[config.mk]
export PLATFORM = sky130hd
export DESIGN_NAME = twodo_queue
export DESIGN_NICKNAME = d
export VERILOG_FILES = /design/src/sv/assert_macros.svh /design/src/sv/twodo_pkg.sv /design/src/sv/twodo_queue.sv
export SDC_FILE = /design/constraint.sdc
export NUM_CORES = 1
export LEC_CHECK = 0
export BUFFER_PORTS_ARGS = -buffer_cell sky130_fd_sc_hd__buf_4
export CAP_MARGIN = 20
export CORE_MARGIN = 8
export CORE_UTILIZATION = 30
export DETAILED_ROUTE_END_ITERATION = 16
export GPL_TIMING_DRIVEN = 0
export PLACE_DENSITY = 0.47
export SLEW_MARGIN = 30
export SYNTH_ARGS = -nofsm -noshare
export SYNTH_HDL_FRONTEND = slang
export SYNTH_SLANG_ARGS = --single-unit
[constraint.sdc]
create_clock -name clk -period 12.5 [get_ports clk]
set_input_delay 1.875 -clock clk [delete_from_list [all_inputs] [get_ports clk]]
set_output_delay 1.875 -clock clk [all_outputs]
set_load 0.05 [all_outputs]
[src/sv/assert_macros.svh]
// assertion macros shared by the odometry rtl
`ifndef ASSERT_MACROS_SVH
`define ASSERT_MACROS_SVH

// same-cycle implication
`define ASSERT_IMPLIES(label, clk, rst, ante, cons, msg) \
  label: assert property (@(posedge clk) disable iff (rst) (ante) |-> (cons)) else $error(msg);

// next-cycle implication
`define ASSERT_NEXT(label, clk, rst, ante, cons, msg) \
  label: assert property (@(posedge clk) disable iff (rst) (ante) |=> (cons)) else $error(msg);

`endif

[src/sv/twodo_pkg.sv]
`timescale 1ns / 1ps
// shared types, constants and functions of the tracking wheel odometry core
package twodo_pkg;

  localparam int FRAC_BITS_DEF    = 16;
  localparam int CORDIC_STEPS_DEF = 16;
  localparam int ATAN_ENTRIES     = 24;
  localparam int STEP_W           = 5;
  localparam int SAT_W            = 72;
  localparam int CFG_W            = 21;

  localparam logic [32:0] TWO_PI_Q30  = 33'd6746518852;
  localparam logic [32:0] PI_Q30      = 33'd3373259426;
  localparam logic [32:0] HALF_PI_Q30 = 33'd1686629713;
  localparam logic [32:0] GAIN_Q30    = 33'd652032874;

  localparam logic OP_SAMPLE   = 1'b0;
  localparam logic OP_SET_POSE = 1'b1;

  localparam logic CFG_DIST        = 1'b0;
  localparam logic CFG_BACK_OFFSET = 1'b1;

  typedef struct packed {
    logic               opcode;
    logic signed [31:0] left_angle;
    logic signed [31:0] right_angle;
    logic signed [31:0] back_angle;
    logic signed [31:0] heading;
    logic signed [31:0] new_x;
    logic signed [31:0] new_y;
    logic signed [31:0] new_heading;
  } in_t;

  typedef struct packed {
    logic signed [31:0] pos_x;
    logic signed [31:0] pos_y;
    logic signed [31:0] heading_out;
  } out_t;

  function automatic logic [29:0] atan_q30(input logic [STEP_W-1:0] i);
    logic [29:0] v;
    case (i)
      5'd0:  v = 30'd843314857;
      5'd1:  v = 30'd497837829;
      5'd2:  v = 30'd263043837;
      5'd3:  v = 30'd133525159;
      5'd4:  v = 30'd67021687;
      5'd5:  v = 30'd33543516;
      5'd6:  v = 30'd16775851;
      5'd7:  v = 30'd8388437;
      5'd8:  v = 30'd4194283;
      5'd9:  v = 30'd2097149;
      5'd10: v = 30'd1048576;
      5'd11: v = 30'd524288;
      5'd12: v = 30'd262144;
      5'd13: v = 30'd131072;
      5'd14: v = 30'd65536;
      5'd15: v = 30'd32768;
      5'd16: v = 30'd16384;
      5'd17: v = 30'd8192;
      5'd18: v = 30'd4096;
      5'd19: v = 30'd2048;
      5'd20: v = 30'd1024;
      5'd21: v = 30'd512;
      5'd22: v = 30'd256;
      5'd23: v = 30'd128;
      default: v = 30'd0;
    endcase
    return v;
  endfunction

  function automatic logic signed [31:0] sat32(input logic signed [SAT_W-1:0] v);
    logic signed [31:0] r;
    if ((&v[SAT_W-1:31]) || !(|v[SAT_W-1:31])) begin
      r = v[31:0];
    end else if (v[SAT_W-1]) begin
      r = 32'sh80000000;
    end else begin
      r = 32'sh7fffffff;
    end
    return r;
  endfunction

endpackage

[src/sv/twodo_queue.sv]
`timescale 1ns / 1ps
// two-entry word queue between the accepting front and the compute back end
module twodo_queue (
  input  logic             clk,
  input  logic             rst,
  input  logic             push_valid,
  input  twodo_pkg::in_t   push_word,
  output logic             push_stall,
  output logic             pop_valid,
  output twodo_pkg::in_t   pop_word,
  input  logic             pop
);

  twodo_pkg::in_t mem [2];
  logic       wr_ptr;
  logic       rd_ptr;
  logic [1:0] count;
  logic       do_push;
  logic       do_pop;

  assign push_stall = (count == 2'd2);
  assign pop_valid  = (count != 2'd0);
  assign pop_word   = mem[rd_ptr];
  assign do_push    = push_valid && !push_stall;
  assign do_pop     = pop && pop_valid;

  always_ff @(posedge clk) begin
    if (do_push) begin
      mem[wr_ptr] <= push_word;
    end
  end

  always_ff @(posedge clk) begin
    if (rst) begin
      wr_ptr <= 1'b0;
      rd_ptr <= 1'b0;
      count  <= 2'd0;
    end else begin
      if (do_push) begin
        wr_ptr <= !wr_ptr;
      end
      if (do_pop) begin
        rd_ptr <= !rd_ptr;
      end
      if (do_push && !do_pop) begin
        count <= count + 2'd1;
      end else if (do_pop && !do_push) begin
        count <= count - 2'd1;
      end
    end
  end

endmodule

## After elaboration in Yosys (flattened, before gate mapping)

Memory sizes are Yosys's and may differ from the RTL's. A register that Yosys moved wholly into a read port is not among the register bits.
Cells that the tools add are included.

| operators by class | value |
|---|---|
| $add $sub $neg | 2 |
| eq/ne operators | 1 |
| multiplexer cells | 6 |
| reductions and logical operators | 11 |

Operators with widths:

| kind | count |
|---|---|
| $logic_not A1 Y1 | 5 |
| $logic_and A1 B1 Y1 | 4 |
| $mux W1 | 4 |
| $mux W2 | 2 |
| $reduce_bool A2 Y1 | 2 |
| $add A2 B1 Y2 const B | 1 |
| $eq A2 B2 Y1 const B | 1 |
| $sub A2 B1 Y2 const B | 1 |

| storage, ports and cells | value |
|---|---|
| bits in registers | 4 |
| memory bits (writable) | 450 |
| output and inout bits | 227 |
| logic and storage cells | 24 |
| memories kept | 1 |

Memories:

| name | depth | bits a word | rd ports | clocked after memory_dff | write ports | line | source |
|---|---|---|---|---|---|---|---|
| mem | 2 | 225 | 1 | 1 | 1 | twodo_queue.sv:14 | `twodo_pkg::in_t mem [2];` |

## Depth between registers and ports, before layout

| depth | value |
|---|---|
| depth in word-level cells | 7 |
| mapped depth | 6 |

## Worst setup path after synthesis

Ideal clock, no wire load.

| path | value |
|---|---|
| path kind | input to register |
| start | in push_valid |
| end | mem mem[1][0] (netlist bit) (enable) |
| setup time | 615 ps |
| data arrival time | 7200 ps |
| data required time | 11885 ps |
| setup slack | 4685 ps |
| stages on the path | 3 |
| cells stage by stage | inv_1 nor2_1 and2_1 |

| between the ends | value |
|---|---|
| longest elaborated chain between the ends | 3 |

RTL lines:

| element | line | source |
|---|---|---|
| start: declaration | twodo_queue.sv:6 | `input logic push_valid,` |
| $logic_and A1 B1 Y1 | twodo_queue.sv:24 | `assign do_push = push_valid && !push_stall;` |
| $mux W1 | twodo_queue.sv:28 | `if (do_push) begin` |
| $mux W1 (implied by the code) | twodo_queue.sv:29 | `mem[wr_ptr] <= push_word;` |
| end: declaration | twodo_queue.sv:14 |  |

Every way passes these cells.

==> impl_metrics.ini <==
[placement]
placed_area_um2 = 21700
dp_hpwl_um = 31200
gp_congestion = 0.729
placedCellCount = 1945
port_buffers = 455
dp_slack_ps = 8550

[logic_synthesis]
netlist_area_um2 = 17100
ys_ff_latch = 455
yosys_warnings = 0
yosysTopAreaCellShare = 0.792
netlist_instances = 725
synth_cell_types = 16
yosysTopAreaCell = edfxtp_1
ys_seq_area_frac = 0.798
avgSynthCellArea_um2 = 23.5
syn_nets = 955
synthTopCellsByArea = edfxtp_1 (79%), mux2_4 (13%), mux2_2 (4.9%)

[global_route]
gr-max-usage-layer = met2
use_met2 = 0.229
grt_max_degree = 71
grt_pass1_vias = 9365
grtUsageTotal = 0.128
grt_pass1_wl_um = 61200
met1_usage = 0.136
grt_util_met3 = 0.0542
grt_overflow = 0
antenna_found_initial = 4

[floorplanning]
die_w_um = 255
die_h_um = 255
pin_count = 456
num_rows = 87
initial_core_util = 0.303
dieArea_um2 = 64800
core-area_um2 = 56300

[timing]
setup_ws_ps = 8550
min_period_ps = 3950
hold-worst-slack_ps = 490
rsz0062_at_grt = no
finalCritPeriodShare = 0.316
fin_worst_skew_ps = 29.9
fmax_ghz = 0.253
finalHoldViolCount = 0
tightestPinTransition_ps = 468
tns_ps = 0
slew_viol_final = 0
maxSlewHeadroom = 0.688
setup_viol = 0

[routing]
ant_nets = 0
drt-total-wl_um = 43400
route.detailed.wl_per_inst_um = 21.3
vias_per_cell = 4.21
drc = 0
dr.pass1.iters = 4
num_vias = 8560
drtIter0Drc = 304

[finish]
post-route-cell-area_um2 = 23200
most-common-layout-cells = buf_4 (455), edfxtp_1 (450), mux2_4 (150)
final_common_cell = buf_4
syn_to_final_growth_pct = 35.9
drive_gt1_frac = 0.614
fin_nets = 1473
final_cells = 2035

[cts]
postCtsSetupBuffers = 0
htree_levels = 2
clockRootBuffer = clkbuf_16
clk_latency_ps = 590
clk_pin_slew_worst_paths_ps = 60
postCtsHoldBufs = 0
cts_sinks = 455
clock_path_buffers = 3
cts_made_buffers = 52
cts_resized = 0
cts_tree = built

[status]
status = completed

[setup_path]
start_kind = flop
critPathMaxFanout = 10
cp.required_ps = 10620
crit_arrival_ps = 2070
critPathCaptureType = primary output
critical_path.most_common_cell = buf_6
path_class = flop to primary output
path_delay_family = buffers and inverters
critPathMaxStageDelay_ps = 360
timing.critical_path.buf_inv = 4
crit_slowest_cell = mux2_4
path_cells = buf_6, buf_6, buf_6, mux2_4, buf_4

[pwr]
p_leak_nw = 8.82
p_per_area_nw_per_um2 = 237
ir_worst_vdd_v = 0.000120

[flow_run]
cap_violations = 0

[min_path]
hp-class = flop to flop
## cell families after synthesis
| family | share of synthesized area |
|---|---|
| compound gates | 0.00147 |
| buf+inv | 0.0144 |
| mux | 0.181 |
| fa+ha+maj | 0.000733 |
| xor+xnor | 0.00154 |
| flops | 0.798 |
| simple gates | 0.00271 |
## layer usage
layer / wire [µm] / part of all wire / vias up
li1: - / - / 3938
met1: 15500 / 0.36 / 4303
met2: 22900 / 0.53 / 257
met3: 4120 / 0.095 / 60
met4: 916 / 0.021 / 2
met5: 9 / 0.00021 / -
## Yosys cell counts
library cell / instances
ha_1: 1
inv_1: 2
or2_2: 1
mux2_2: 75
dfxtp_1: 5
buf_2: 7
o21ai_0: 3
and2_1: 1
mux2_4: 150
nor2_1: 4
xor2_1: 3
nor2b_1: 1
a21oi_1: 2
buf_6: 18
edfxtp_1: 450
or3_1: 2
## worst reg2reg max path: stages, from the launching register on
cell and delay [ps]:
dfxtp_1 340, nor2b_1 180, or3_1 420, inv_8 330, buf_16 310, buf_16 320
## cell type report
cell class,instances,area (µm²)
fillers,5149,33100
multi-input cells,243,3210
well taps,756,946
clock inverters,21,139
flip-flops and latches,455,13600
repair buffers,464,3630
diodes,3,7.51
clock buffers,66,1400
inverters,2,15.0
plain buffers,25,238
## power by group
part           internal [mW]  total (mW)  switching (mW)
combinational          0.760        2.15            1.40
clock                  0.801        1.38           0.575
sequential              1.92        1.96          0.0416
## state kept, by name (all words and copies together) (netlist names), named ones only
register,flops
wr_ptr,1
count,2
mem,450
rd_ptr,1
## through the flow
stage / total power [mW] / utilization
3_3_place_gp: 4.25 / 0.381
2_1_floorplan: 3.56 / -
4_1_cts: 5.60 / 0.412
6_report: 5.49 / 0.412
3_5_place_dp: 4.19 / 0.385
5_1_grt: 5.71 / 0.412
## path summary, 6_finish.rpt
path | from | end | slack (ps) | depth (start not counted)
max | flop | pop_word[105] | 8550 | 5
min | wr_ptr$_SDFFE_PP0N_ | wr_ptr$_SDFFE_PP0N_ | 490 | 2
max reg2reg | count[1]$_SDFFE_PP0P_ | mem[0][129]$_DFFE_PP_ | 10120 | 5
min reg2reg | wr_ptr$_SDFFE_PP0N_ | wr_ptr$_SDFFE_PP0N_ | 490 | 2
Note: power is estimated with default switching activity, not from simulation.
